--- src/rtl/kwm_pkg.sv ---
`timescale 1ns / 1ps
`default_nettype none

package kwm_pkg;

    localparam int VALUE_W     = 64;
    localparam int RUN_W       = 3;
    localparam int CFG_W       = 4;
    localparam int MAX_RESULTS = 32;
    localparam int KCNT_W      = 6;
    localparam int IDX_W       = 8;   // width used for index compares
    localparam int RUNS_RESET  = 8;

    localparam logic MODE_PUSH  = 1'b0;
    localparam logic MODE_CLOSE = 1'b1;

    typedef logic signed [VALUE_W-1:0] value_t;

    // controller -> datapath
    typedef struct packed {
        logic accept;   // item beat taken this cycle
        logic load;     // load candidate lanes from the heads
        logic reduce;   // one level of the comparator tree
        logic pop;      // take the winner into the output register
        logic emit;     // show the held result on the output channel
        logic last;
        logic done;
        logic clear;    // merge finished, clear counts, heads, closed flags and overflow
    } kwm_cmd_t;

    // datapath -> controller
    typedef struct packed {
        logic can_emit;
        logic finished;
        logic slot_free;
    } kwm_status_t;

endpackage

`default_nettype wire

--- src/rtl/kwm_in_if.sv ---
`timescale 1ns / 1ps
`default_nettype none

interface kwm_in_if import kwm_pkg::*; ();
    logic                 valid;
    logic                 ready;
    logic                 mode;
    logic [RUN_W-1:0]     run;
    value_t               value;

    modport source (output valid, output mode, output run, output value, input ready);
    modport sink   (input valid, input mode, input run, input value, output ready);
endinterface

`default_nettype wire

--- src/rtl/kwm_out_if.sv ---
`timescale 1ns / 1ps
`default_nettype none

interface kwm_out_if import kwm_pkg::*; ();
    logic                 valid;
    logic                 ready;
    value_t               merged_value;
    logic [RUN_W-1:0]     source_run;
    logic                 last;
    logic                 done_res;
    logic                 overflow;

    modport source (output valid, output merged_value, output source_run, output last,
                    output done_res, output overflow, input ready);
    modport sink   (input valid, input merged_value, input source_run, input last,
                    input done_res, input overflow, output ready);
endinterface

`default_nettype wire

--- src/rtl/kwm_cfg_if.sv ---
`timescale 1ns / 1ps
`default_nettype none

interface kwm_cfg_if import kwm_pkg::*; ();
    logic             valid;
    logic             ready;
    logic [CFG_W-1:0] data;

    modport source (output valid, output data, input ready);
    modport sink   (input valid, input data, output ready);
endinterface

`default_nettype wire

--- src/rtl/kwm_ctrl.sv ---
`timescale 1ns / 1ps
`default_nettype none

module kwm_ctrl import kwm_pkg::*; #(
    parameter int RED_STEPS = 3
) (
    input  logic        clk,
    input  logic        rst_n,
    input  logic        item_valid,
    output logic        item_ready,
    input  kwm_status_t status,
    output kwm_cmd_t    cmd
);

    localparam int RCW = (RED_STEPS > 1) ? $clog2(RED_STEPS) : 1;

    localparam logic [1:0] ST_IDLE   = 2'd0;
    localparam logic [1:0] ST_EVAL   = 2'd1;
    localparam logic [1:0] ST_REDUCE = 2'd2;
    localparam logic [1:0] ST_POP    = 2'd3;

    logic [1:0]        state_reg, state_next;
    logic [KCNT_W-1:0] k_reg, k_next;
    logic [RCW-1:0]    red_reg, red_next;
    logic              more;

    assign item_ready = (state_reg == ST_IDLE);
    assign more       = status.can_emit && (k_reg < KCNT_W'(MAX_RESULTS));

    always_comb
    begin
        cmd        = '0;
        state_next = state_reg;
        k_next     = k_reg;
        red_next   = red_reg;
        case (state_reg)
            ST_IDLE:
            begin
                if (item_valid)
                begin
                    cmd.accept = 1'b1;
                    state_next = ST_EVAL;
                end
            end
            ST_EVAL:
            begin
                // a popped result waits here until we know what follows it
                if (k_reg != '0)
                begin
                    cmd.emit = 1'b1;
                    cmd.last = !more;
                    cmd.done = status.finished;
                end
                if (status.finished)
                begin
                    cmd.clear = 1'b1;
                end
                if (more)
                begin
                    cmd.load   = 1'b1;
                    red_next   = '0;
                    state_next = ST_REDUCE;
                end
                else
                begin
                    k_next     = '0;
                    state_next = ST_IDLE;
                end
            end
            ST_REDUCE:
            begin
                cmd.reduce = 1'b1;
                if (red_reg == RCW'(RED_STEPS - 1))
                begin
                    state_next = ST_POP;
                end
                else
                begin
                    red_next = red_reg + 1'b1;
                end
            end
            ST_POP:
            begin
                if (status.slot_free)
                begin
                    cmd.pop    = 1'b1;
                    k_next     = k_reg + 1'b1;
                    state_next = ST_EVAL;
                end
            end
            default:
            begin
                state_next = ST_IDLE;
            end
        endcase
    end

    always_ff @(posedge clk or negedge rst_n)
    begin
        if (!rst_n)
        begin
            state_reg <= ST_IDLE;
            k_reg     <= '0;
            red_reg   <= '0;
        end
        else
        begin
            state_reg <= state_next;
            k_reg     <= k_next;
            red_reg   <= red_next;
        end
    end

endmodule

`default_nettype wire

--- src/rtl/kwm_datapath.sv ---
`timescale 1ns / 1ps
`default_nettype none

module kwm_datapath import kwm_pkg::*; #(
    parameter int NUM_RUNS    = 8,
    parameter int QUEUE_DEPTH = 4
) (
    input  logic             clk,
    input  logic             rst_n,
    kwm_cfg_if.sink          cfg,
    input  logic             item_mode,
    input  logic [RUN_W-1:0] item_run,
    input  value_t           item_value,
    kwm_out_if.source        results,
    input  kwm_cmd_t         cmd,
    output kwm_status_t      status
);

    localparam int RW    = $clog2(NUM_RUNS);
    localparam int LANES = 1 << RW;
    localparam int SW    = (QUEUE_DEPTH > 1) ? $clog2(QUEUE_DEPTH) : 1;
    localparam int CW    = $clog2(QUEUE_DEPTH + 1);
    localparam int NW    = $clog2(NUM_RUNS + 1);
    localparam int AW    = RW + SW;
    localparam int MEM_D = 1 << AW;

    typedef struct packed {
        logic          vld;
        logic [RW-1:0] idx;
        value_t        val;
    } cand_t;

    function automatic cand_t pick(input cand_t l, input cand_t r);
        // lower index wins ties
        if (r.vld && (!l.vld || ($signed(r.val) < $signed(l.val))))
            return r;
        return l;
    endfunction

    // configuration
    logic [CFG_W-1:0] active_runs_reg;
    logic [NW-1:0]    n_eff;

    assign cfg.ready = 1'b1;

    always_ff @(posedge clk or negedge rst_n)
    begin
        if (!rst_n)
            active_runs_reg <= CFG_W'(RUNS_RESET);
        else if (cfg.valid)
            active_runs_reg <= cfg.data;
    end

    always_comb
    begin
        if (active_runs_reg == '0)
            n_eff = NW'(1);
        else if (IDX_W'(active_runs_reg) > IDX_W'(NUM_RUNS))
            n_eff = NW'(NUM_RUNS);
        else
            n_eff = NW'(active_runs_reg);
    end

    // queue state
    logic [CW-1:0] count_reg [NUM_RUNS];
    logic [CW-1:0] count_next[NUM_RUNS];
    logic [SW-1:0] head_reg  [NUM_RUNS];
    logic [SW-1:0] head_next [NUM_RUNS];
    logic          closed_reg [NUM_RUNS];
    logic          closed_next[NUM_RUNS];
    value_t        head_val_reg[NUM_RUNS];
    logic          overflow_reg, overflow_next;
    logic          run_on[NUM_RUNS];

    value_t        mem [MEM_D];
    value_t        rd_data_reg;
    logic          refill_pending_reg;
    logic [RW-1:0] refill_idx_reg;

    cand_t cand_reg [LANES];
    cand_t cand_next[LANES];

    // item decode
    logic [IDX_W-1:0] run_wide;
    logic             hit;
    logic [RW-1:0]    ridx;
    logic             push_ok;
    logic             queue_full;
    logic             push_wr;
    logic [SW:0]      slot_sum;
    logic [SW-1:0]    slot;
    logic [AW-1:0]    wr_addr;

    assign run_wide   = IDX_W'(item_run);
    assign hit        = run_wide < IDX_W'(n_eff);
    assign ridx       = run_wide[RW-1:0];
    assign push_ok    = cmd.accept && hit && (item_mode == MODE_PUSH) && !closed_reg[ridx];
    assign queue_full = (count_reg[ridx] == CW'(QUEUE_DEPTH));
    assign push_wr    = push_ok && !queue_full;
    assign slot_sum   = (SW + 1)'(head_reg[ridx]) + (SW + 1)'(count_reg[ridx]);
    assign slot       = (slot_sum >= (SW + 1)'(QUEUE_DEPTH))
                        ? SW'(slot_sum - (SW + 1)'(QUEUE_DEPTH)) : slot_sum[SW-1:0];
    assign wr_addr    = {ridx, slot};

    // pop of the winner
    logic [RW-1:0]    best;
    logic [SW:0]      head_inc;
    logic [SW-1:0]    head_adv;
    logic [CW-1:0]    remain;
    logic [AW-1:0]    rd_addr;
    logic             rd_en;
    logic [IDX_W-1:0] best_wide;

    assign best      = cand_reg[0].idx;
    assign best_wide = IDX_W'(best);
    assign head_inc  = (SW + 1)'(head_reg[best]) + 1'b1;
    assign head_adv  = (head_inc == (SW + 1)'(QUEUE_DEPTH)) ? '0 : head_inc[SW-1:0];
    assign remain    = count_reg[best] - 1'b1;
    assign rd_en     = cmd.pop && (remain != '0);
    assign rd_addr   = {best, head_adv};

    always_ff @(posedge clk)
    begin
        if (push_wr)
            mem[wr_addr] <= item_value;
        if (rd_en)
            rd_data_reg <= mem[rd_addr];
    end

    always_ff @(posedge clk or negedge rst_n)
    begin
        if (!rst_n)
            refill_pending_reg <= 1'b0;
        else
            refill_pending_reg <= rd_en;
    end

    always_ff @(posedge clk)
    begin
        if (rd_en)
            refill_idx_reg <= best;
    end

    // head value cache: one register per run, read at its own lane
    always_ff @(posedge clk)
    begin
        if (push_wr && (count_reg[ridx] == '0))
            head_val_reg[ridx] <= item_value;
        if (refill_pending_reg)
            head_val_reg[refill_idx_reg] <= rd_data_reg;
    end

    always_comb
    begin
        for (int r = 0; r < NUM_RUNS; r++)
        begin
            run_on[r]      = IDX_W'(r) < IDX_W'(n_eff);
            count_next[r]  = count_reg[r];
            head_next[r]   = head_reg[r];
            closed_next[r] = closed_reg[r];
        end
        overflow_next = overflow_reg;
        if (cmd.clear)
        begin
            for (int r = 0; r < NUM_RUNS; r++)
            begin
                count_next[r]  = '0;
                head_next[r]   = '0;
                closed_next[r] = 1'b0;
            end
            overflow_next = 1'b0;
        end
        else
        begin
            if (push_ok)
            begin
                if (queue_full)
                    overflow_next = 1'b1;
                else
                    count_next[ridx] = count_reg[ridx] + 1'b1;
            end
            else if (cmd.accept && hit && (item_mode == MODE_CLOSE))
            begin
                closed_next[ridx] = 1'b1;
            end
            if (cmd.pop)
            begin
                head_next[best]  = head_adv;
                count_next[best] = remain;
            end
        end
    end

    always_ff @(posedge clk or negedge rst_n)
    begin
        if (!rst_n)
        begin
            for (int r = 0; r < NUM_RUNS; r++)
            begin
                count_reg[r]  <= '0;
                head_reg[r]   <= '0;
                closed_reg[r] <= 1'b0;
            end
            overflow_reg <= 1'b0;
        end
        else
        begin
            for (int r = 0; r < NUM_RUNS; r++)
            begin
                count_reg[r]  <= count_next[r];
                head_reg[r]   <= head_next[r];
                closed_reg[r] <= closed_next[r];
            end
            overflow_reg <= overflow_next;
        end
    end

    // status over the active runs
    logic any_blocked, any_data, all_done;

    always_comb
    begin
        any_blocked = 1'b0;
        any_data    = 1'b0;
        all_done    = 1'b1;
        for (int r = 0; r < NUM_RUNS; r++)
        begin
            if (run_on[r])
            begin
                if ((count_reg[r] == '0) && !closed_reg[r])
                    any_blocked = 1'b1;
                if (count_reg[r] != '0)
                    any_data = 1'b1;
                if (!closed_reg[r] || (count_reg[r] != '0))
                    all_done = 1'b0;
            end
        end
    end

    logic out_valid_reg;

    assign status.can_emit  = !any_blocked && any_data;
    assign status.finished  = all_done;
    assign status.slot_free = !out_valid_reg || results.ready;

    // comparator tree, one level per cycle, folded onto the lower lanes
    always_comb
    begin
        for (int i = 0; i < LANES; i++)
            cand_next[i] = cand_reg[i];
        if (cmd.load)
        begin
            for (int i = 0; i < LANES; i++)
            begin
                cand_next[i].idx = RW'(i);
                if (i < NUM_RUNS)
                begin
                    cand_next[i].vld = run_on[i] && (count_reg[i] != '0);
                    cand_next[i].val = (refill_pending_reg && (refill_idx_reg == RW'(i)))
                                       ? rd_data_reg : head_val_reg[i];
                end
                else
                begin
                    cand_next[i].vld = 1'b0;
                    cand_next[i].val = '0;
                end
            end
        end
        else if (cmd.reduce)
        begin
            for (int j = 0; j < LANES / 2; j++)
                cand_next[j] = pick(cand_reg[2 * j], cand_reg[2 * j + 1]);
        end
    end

    always_ff @(posedge clk)
    begin
        for (int i = 0; i < LANES; i++)
            cand_reg[i] <= cand_next[i];
    end

    // output register
    value_t           out_val_reg;
    logic [RUN_W-1:0] out_src_reg;
    logic             out_ovf_reg;
    logic             out_last_reg;
    logic             out_done_reg;

    always_ff @(posedge clk)
    begin
        if (cmd.pop)
        begin
            out_val_reg <= cand_reg[0].val;
            out_src_reg <= best_wide[RUN_W-1:0];
            out_ovf_reg <= overflow_reg;
        end
        if (cmd.emit)
        begin
            out_last_reg <= cmd.last;
            out_done_reg <= cmd.done;
        end
    end

    always_ff @(posedge clk or negedge rst_n)
    begin
        if (!rst_n)
            out_valid_reg <= 1'b0;
        else if (cmd.emit)
            out_valid_reg <= 1'b1;
        else if (results.ready)
            out_valid_reg <= 1'b0;
    end

    assign results.valid        = out_valid_reg;
    assign results.merged_value = out_val_reg;
    assign results.source_run   = out_src_reg;
    assign results.last         = out_last_reg;
    assign results.done_res     = out_done_reg;
    assign results.overflow     = out_ovf_reg;

`ifndef SYNTHESIS
    a_pop_winner: assert property (@(posedge clk) disable iff (!rst_n)
        cmd.pop |-> cand_reg[0].vld)
        else $error("pop without a valid winner");

    a_emit_free: assert property (@(posedge clk) disable iff (!rst_n)
        cmd.emit |-> !out_valid_reg)
        else $error("result released over an unread beat");

    a_refill_once: assert property (@(posedge clk) disable iff (!rst_n)
        refill_pending_reg |=> !refill_pending_reg)
        else $error("head refill not consumed");
`endif

endmodule

`default_nettype wire

--- src/rtl/kway_sorted_run_merger.sv ---
`timescale 1ns / 1ps
`default_nettype none
// Each result beat passes evaluate, the folded comparator tree (one level per cycle) and pop;
//   the popped result is shown from the output register once evaluate releases it.
// An item is taken only in idle, so a new item waits until every result of the last one is released.
// A burst holds up to 32 results per item; output stalls hold the pop step.
// Reset (rst_n, async low) clears counts, heads, closed flags and overflow, sets active_runs
//   to 8; the queue memory is not cleared, there is no clearing pass.

module kway_sorted_run_merger import kwm_pkg::*; #(
    parameter int NUM_RUNS    = 8,
    parameter int QUEUE_DEPTH = 4
) (
    input  logic       clk,
    input  logic       rst_n,
    kwm_cfg_if.sink    cfg,
    kwm_in_if.sink     items,
    kwm_out_if.source  results
);

    // tree depth: one reduction step per level
    localparam int RED_STEPS = $clog2(NUM_RUNS);

    kwm_cmd_t    cmd;
    kwm_status_t status;
    logic        item_ready;

    // Controller: idle -> evaluate -> reduce x levels -> pop -> evaluate ...
    // The popped result is held unshown until evaluate knows whether another
    // beat follows (last) and whether the merge is over (done).
    kwm_ctrl #(
        .RED_STEPS (RED_STEPS)
    ) u_ctrl (
        .clk        (clk),
        .rst_n      (rst_n),
        .item_valid (items.valid),
        .item_ready (item_ready),
        .status     (status),
        .cmd        (cmd)
    );

    // Items are taken only in idle; the output register decouples the result side.
    assign items.ready = item_ready;

    // Datapath: per-run head cache in flops, queue bodies in one memory,
    // folded comparator tree, output register.
    kwm_datapath #(
        .NUM_RUNS    (NUM_RUNS),
        .QUEUE_DEPTH (QUEUE_DEPTH)
    ) u_dp (
        .clk        (clk),
        .rst_n      (rst_n),
        .cfg        (cfg),
        .item_mode  (items.mode),
        .item_run   (items.run),
        .item_value (items.value),
        .results    (results),
        .cmd        (cmd),
        .status     (status)
    );

endmodule

`default_nettype wire
--- src/flat_wrapper.sv ---
// flat-port wrapper written by rule: the top's interface ports become plain ports
module kway_sorted_run_merger_flat import kwm_pkg::*;
#(
    parameter int NUM_RUNS    = 8,
    parameter int QUEUE_DEPTH = 4
)
  (clk, rst_n, cfg_valid, cfg_data, cfg_ready, items_valid, items_mode, items_run, items_value, items_ready, results_valid, results_merged_value, results_source_run, results_last, results_done_res, results_overflow, results_ready);
  kwm_cfg_if cfg_i ();
  kwm_in_if items_i ();
  kwm_out_if results_i ();
  input  logic clk;
  input  logic rst_n;
  input wire logic [$bits(cfg_i.valid)-1:0] cfg_valid;
  input wire logic [$bits(cfg_i.data)-1:0] cfg_data;
  output wire logic [$bits(cfg_i.ready)-1:0] cfg_ready;
  input wire logic [$bits(items_i.valid)-1:0] items_valid;
  input wire logic [$bits(items_i.mode)-1:0] items_mode;
  input wire logic [$bits(items_i.run)-1:0] items_run;
  input wire logic [$bits(items_i.value)-1:0] items_value;
  output wire logic [$bits(items_i.ready)-1:0] items_ready;
  output wire logic [$bits(results_i.valid)-1:0] results_valid;
  output wire logic [$bits(results_i.merged_value)-1:0] results_merged_value;
  output wire logic [$bits(results_i.source_run)-1:0] results_source_run;
  output wire logic [$bits(results_i.last)-1:0] results_last;
  output wire logic [$bits(results_i.done_res)-1:0] results_done_res;
  output wire logic [$bits(results_i.overflow)-1:0] results_overflow;
  input wire logic [$bits(results_i.ready)-1:0] results_ready;
  assign cfg_i.valid = cfg_valid;
  assign cfg_i.data = cfg_data;
  assign cfg_ready = cfg_i.ready;
  assign items_i.valid = items_valid;
  assign items_i.mode = items_mode;
  assign items_i.run = items_run;
  assign items_i.value = items_value;
  assign items_ready = items_i.ready;
  assign results_valid = results_i.valid;
  assign results_merged_value = results_i.merged_value;
  assign results_source_run = results_i.source_run;
  assign results_last = results_i.last;
  assign results_done_res = results_i.done_res;
  assign results_overflow = results_i.overflow;
  assign results_i.ready = results_ready;
  kway_sorted_run_merger #(.NUM_RUNS(NUM_RUNS), .QUEUE_DEPTH(QUEUE_DEPTH)) u_core (.clk(clk), .rst_n(rst_n), .cfg(cfg_i), .items(items_i), .results(results_i));
endmodule
--- config.mk ---
export PLATFORM = sky130hd
export DESIGN_NAME = kway_sorted_run_merger_flat
export DESIGN_NICKNAME = d
export VERILOG_FILES = /design/src/rtl/kwm_pkg.sv /design/src/rtl/kwm_in_if.sv /design/src/rtl/kwm_out_if.sv /design/src/rtl/kwm_cfg_if.sv /design/src/rtl/kwm_ctrl.sv /design/src/rtl/kwm_datapath.sv /design/src/rtl/kway_sorted_run_merger.sv /design/src/flat_wrapper.sv
export SDC_FILE = /design/constraint.sdc
export NUM_CORES = 2
export LEC_CHECK = 0
export ABC_AREA = 0
export BUFFER_PORTS_ARGS = -buffer_cell sky130_fd_sc_hd__buf_2
export CAP_MARGIN = 20
export CORE_MARGIN = 2
export CORE_UTILIZATION = 55
export CTS_BUF_LIST = sky130_fd_sc_hd__clkbuf_4
export DETAILED_ROUTE_END_ITERATION = 8
export PLACE_DENSITY = 0.76
export SLEW_MARGIN = 30
export SYNTH_ARGS = -nofsm -noshare
export SYNTH_HDL_FRONTEND = slang
export SYNTH_SLANG_ARGS = --single-unit
--- constraint.sdc ---
create_clock -name clk -period 7.5 [get_ports clk]
set_input_delay 0.375 -clock clk [delete_from_list [all_inputs] [get_ports clk]]
set_output_delay 0.375 -clock clk [all_outputs]
set_load 0.1 [all_outputs]
# Yosys cells after proc, flatten, opt, wreduce, memory -nomap -nowiden
# Memories as Yosys holds them, arrays and structs flattened. A register that Yosys moved wholly into a read port is not among the register bits.
# Index checks and enable logic that the tools add are counted.
# classes
add_sub_neg	7
order_cmp	20
n_eq_ne	20
n_mux	151
bitwise_logic	4
n_reduce_logical	104
# op_table
op	n
two-way mux 272 bit	3
two-way mux 68 bit	8
two-way mux 64 bit	8
< comparator 64 bit	4
two-way mux 24 bit	5
two-way mux 1 bit	82
bitwise mux 24 bit	2
logical AND 1 bit	39
two-way mux 16 bit	2
zero test 3 bit	10
nonzero test 3 bit	9
two-way mux 2 bit	13
two-way mux 8 bit	3
two-way mux 3 bit	7
binary-select mux 3 bit (select 3 bit)	2
demux 3 bit (select 3 bit)	2
== test 3 bit (second input constant)	6
zero test 1 bit	17
bitwise mux 16 bit	1
< comparator 3 x 4 -> 1 bit (first input constant)	4
nonzero test 2 bit	7
logical OR 1 bit	13
binary-select mux 2 bit (select 3 bit)	2
two-way mux 4 bit	3
36 further kinds	54
# totals
regBits	138
mem_bits_rw	3104
in_bits	77
output_inout_bits	73
wordCells	346
n_memories	3
# mem_list
name	words	width	rd	rd_clocked_by_memory_dff	wr	line_no	rtl
u_core.u_dp.mem	32	64	1	1	1	kwm_datapath.sv:75	value_t mem [MEM_D];
u_core.u_dp.cand_reg	8	68	8	0	8	kwm_datapath.sv:80	cand_t cand_reg [LANES];
u_core.u_dp.head_val_reg	8	64	8	0	2	kwm_datapath.sv:71	value_t head_val_reg[NUM_RUNS];

# Longest topological paths before layout
# logic_depth
word_depth	29
depth_mapped	16
depth_no_buf	11

# Cells and area by module
# From an unflattened synthesis, not the netlist that was laid out.
# unflattened
cells_unflattened	8923
hier_area_um2	139657.7
# modules_own_cells
module	n_inst	cells_each	area_per_inst_um2	seq_area_each_um2
kwm_datapath	1	8843	138918.2	98180.4
kwm_ctrl	1	80	739.5	250.2

# Least setup slack after synthesis
# No wires, ideal clock.
# synth_path
path_kind	input to register
from	in items_run[0]
to	mem u_core.u_dp.head_val_reg[2][0] in the netlist's numbering, enable pin
setup_ps	581
arrival_ps	7079
t_required_ps	6919
path_slack_ps	-160
path_stages	9
path_buffers	2
path_cell_list	buf_2 buf_4 mux2i_1 o21ai_0 a211oi_1 ha_1 nand3_1 or2_2 o31ai_1
# synth_rtl
element	line_no	rtl
from (decl)	flat_wrapper.sv:18	input wire logic [$bits(items_i.run)-1:0] items_run;
to (decl)	kwm_datapath.sv:71	

==> impl_summary.txt <==
----------------------------------------------------
[Clocking]
  CTS H-Tree Depth ... 6
  Post-cts resize count ... 0
  Clock tree from TritonCTS ... built
  Number of CTS-inserted buffers ... 796
  Clock latency at the later pin of the worst-skew pair ... approximately 1.5 ns
  CTS clk-pin slew, worst paths ... 0.07 ns
  Worst-case clock buffer depth ... 4
  Total number of clock tree sinks ... 3292
  Library cell used as clock root buffer ... sky130_fd_sc_hd__clkbuf_4

[Setup path]
  Crit-path max FO ... 33
  Start of the worst register-to-register path ... u_core.u_dp.cand_reg[0][64]$_SDFFE_PN0P_
  Launching element type of the critical path ... register
  Class of the most critical setup path ... register to register
  Crit. End Element ... register
  Destination of the worst register-to-register timing path ... u_core.u_dp.rd_data_reg[30]$_DFFE_PP_
  Number of cells traversed by the worst register-to-register path ... 9
  Data arrival time at the worst-slack endpoint ... around 6 ns
  Reg-to-reg slack, setup ... 2.53 ns
  Data required time at the worst endpoint ... 8.54 ns

[Timing]
  Slew at the pin with the worst max-slew slack ... 1.043 ns
  Post-Route Hold Slack ... about 0.1 ns
  Final worst clock skew ... 0.1205 ns
  Slew Viols, Final ... 0
  Final min period ... between 4 and 5 ns
  Achievable frequency ... 201.3 MHz
  Portion of the clock cycle consumed by the worst path in the final layout ... about two thirds
  Setup repair after global routing missed its margin ... no
  Number of setup violations in the final report ... 0
  Hold Violations, Final ... 0
  Final setup TNS ... 0 ns
  Relative slew margins ... a little under a third

[Synth]
  Mean cell area of the mapped netlist ... 16.52 um2
  Fraction of post-synthesis cell area in the top cell type by area ... 69.88%
  Synth area leaders ... sky130_fd_sc_hd__edfxtp_1, sky130_fd_sc_hd__mux4_2, sky130_fd_sc_hd__nand2_1, sky130_fd_sc_hd__mux2i_1, sky130_fd_sc_hd__ha_1
  Number of flip-flops and latches in the synthesized netlist ... 3292
  Commonest cells in the netlist ... sky130_fd_sc_hd__edfxtp_1, sky130_fd_sc_hd__nand2_1, sky130_fd_sc_hd__mux4_2
  Most frequent cell after synthesis ... sky130_fd_sc_hd__edfxtp_1
  Part of the Yosys area used for sequential elements ... 71.21%
  Ys Warns ... 0
  Post-synthesis async set-or-reset flop share ... under 10%
  Net count of the mapped netlist ... 8714
  Mapped Cells ... 8369
  Top_reg_cell synth ... sky130_fd_sc_hd__edfxtp_1
  Mapped cell area ... 138200 um2
  Biggest area consumer among synthesized cells ... sky130_fd_sc_hd__edfxtp_1
  Count of flip-flops with a built-in enable after synthesis ... roughly 3200
  Number of distinct standard cells referenced by the synthesized netlist ... 85

[Die]
  Overall die area ... 255400 um2
  Cell row count ... 184
  Total core area ... around 250000 um2
  Die span in x ... 505.3 um
  Top Ports ... 150
  Initial cell density of the core ... 55.14%
  Vert. Die Dim ... 505.3 um

[Finish]
  Area of all placed cells without fillers ... 154600 um2
  Proportion of layout cells with a drive suffix above 1 ... 24.90%
  Final net count ... 9465
  Combined area of the multi-input logic cells ... about 37000 um2
  Post-synthesis to final-layout area growth ... 11.81%
  Register cell area after layout ... 98430 um2
  Max reg flops ... 2048
  Layout filler cell count ... roughly 18000

[Route]
  Via-per-instance ratio ... 6.297
  Drt drc ... 0
  ANT nets after route ... 0
  Router iterations before antenna repair ... 6
  Number of violations reported at the end of detailed-routing iteration 0 ... around 11000
  Drt total wl ... 365500 um
  Total via count in the routed design ... ~80000
  Wirelength per Cell ... 28.03 um

[Placed design]
  Number of buffers inserted by port buffering ... 148
  Placed instance area ... 143100 um2
  Placer Congestion ... 0.8894
  Total half-perimeter wirelength after legalization and detailed placement ... 209900 um

[Global route]
  Global-route usage over all layers ... approximately 28%
  Number of global-route vias before repair ... 82074
  Initial antenna violation count ... 25
  Maximum number of pins on one net before global-route repair ... 160
  Global-route wire length before repair ... 532800 um
  Grt total ovfl ... 0

[Pwr]
  Power per cell area ... 300.8 nW/um2
  Peak supply drop ... 0.2631 mV
  Leakage power summed over all cells ... 56.45 nW

[Run status]
  Outcome ... finished clean

[Worst hold path]
  Type of the worst min-delay path ... input port to asynchronous set/reset pin

[Job]
  Max-capacitance violation count ... 0

----------------------------------------------------
layer usage:
layer | wire [um] | vias to the layer above | global-route usage [%]
met5 | 88 | - | 0
met4 | 10810 | 12 | 9.801
met3 | 43910 | 715 | 5.959
met2 | 176500 | 5446 | 45.61
met1 | 134100 | 41245 | 38.63
li1 | - | 34679 | -
placed cells by master, fill, tap and decap left out, types with 78 or more instances in the layout:
cell                            synthesis  final
sky130_fd_sc_hd__a22oi_1              273    273
sky130_fd_sc_hd__buf_4                 31    108
sky130_fd_sc_hd__mux2_2               264    264
sky130_fd_sc_hd__nor2_1               114     78
sky130_fd_sc_hd__edfxtp_1            3217   3217
sky130_fd_sc_hd__clkbuf_4               1   1171
sky130_fd_sc_hd__dlygate4sd3_1          0    150
sky130_fd_sc_hd__inv_1                276    276
sky130_fd_sc_hd__buf_2                106    160
sky130_fd_sc_hd__mux2i_1              483    483
sky130_fd_sc_hd__mux4_2               516    516
sky130_fd_sc_hd__clkinv_1               0    137
sky130_fd_sc_hd__a21oi_1              140    140
sky130_fd_sc_hd__nand2_1             1450   1445
sky130_fd_sc_hd__ha_1                 268    267
sky130_fd_sc_hd__nand4_1              110    110
sky130_fd_sc_hd__o22ai_1              258    258
worst max path at each step:
stage	cells after the start	startpoint	end
final	9	u_core.u_dp.cand_reg[0][64]$_SDFFE_PN0P_	u_core.u_dp.rd_data_reg[30]$_DFFE_PP_
after global placement	13	items_run[1]	u_core.u_dp.mem[9][32]$_DFFE_PP_
after detailed placement	12	items_run[0]	u_core.u_dp.mem[0][38]$_DFFE_PP_
after CTS	9	u_core.u_dp.cand_reg[0][65]$_SDFFE_PN0P_	u_core.u_dp.rd_data_reg[28]$_DFFE_PP_
after global routing	9	u_core.u_dp.cand_reg[0][65]$_SDFFE_PN0P_	u_core.u_dp.rd_data_reg[56]$_DFFE_PP_
after floorplan	9	items_run[0]	u_core.u_dp.head_val_reg[1][0]$_DFFE_PP_
metrics by stage:
step	setup WS (ns)	total power, mW	utilization, %	instances
6_report	2.533	46.49	61.65	13037
2_1_floorplan	0.06334	29.59	-	8369
4_1_cts	2.564	46.70	61.64	13019
3_3_place_gp	2.595	32.08	57.05	11504
5_1_grt	2.317	48.42	61.64	13033
3_5_place_dp	2.456	32.39	57.09	11506
what timing repair did:
item | 4_1_cts | 5_1_grt
hold endpoints to repair | 2844 | 0
buffers inserted | 0 | 0
hold buffers | 163 | 0
power by group:
part | internal, mW | total, mW | switching, mW
combinational | 4.04 | 9.74 | 5.70
sequential | 21.6 | 22.4 | 0.768
clock | 7.40 | 14.3 | 6.94
total | 33.1 | 46.5 | 13.4
logic make-up after synthesis:
kind of cell,synth area share [%]
fa+ha+maj,2.426
mux,14.06
flops,71.21
compound gates,4.365
simple gates,5.525
buf+inv,2.389
other cells,0.002713
xor+xnor,0.02535
final cells by class:
cell class              instances  share of cell area (%)
flip-flops and latches       3292                   63.69
well taps                    3348                   2.710
clock buffers                1171                   5.688
repair buffers                465                   2.598
clock inverters               179                  0.6323
inverters                     278                  0.6800
diodes                         17                 0.02752
multi-input cells            4287                   23.98
critical path, cell delays in order (launching register included):
cell and delay [ns]:
sky130_fd_sc_hd__dfxtp_1 0.72, sky130_fd_sc_hd__nor2b_1 0.32, sky130_fd_sc_hd__nor2b_4 0.19, sky130_fd_sc_hd__buf_4 0.54, sky130_fd_sc_hd__a22oi_1 0.13, sky130_fd_sc_hd__and4_1 0.34
sky130_fd_sc_hd__ha_1 0.27, sky130_fd_sc_hd__xor2_1 0.66, sky130_fd_sc_hd__o21a_4 0.72, sky130_fd_sc_hd__buf_4 0.59
(Power assumes the default switching activity.)
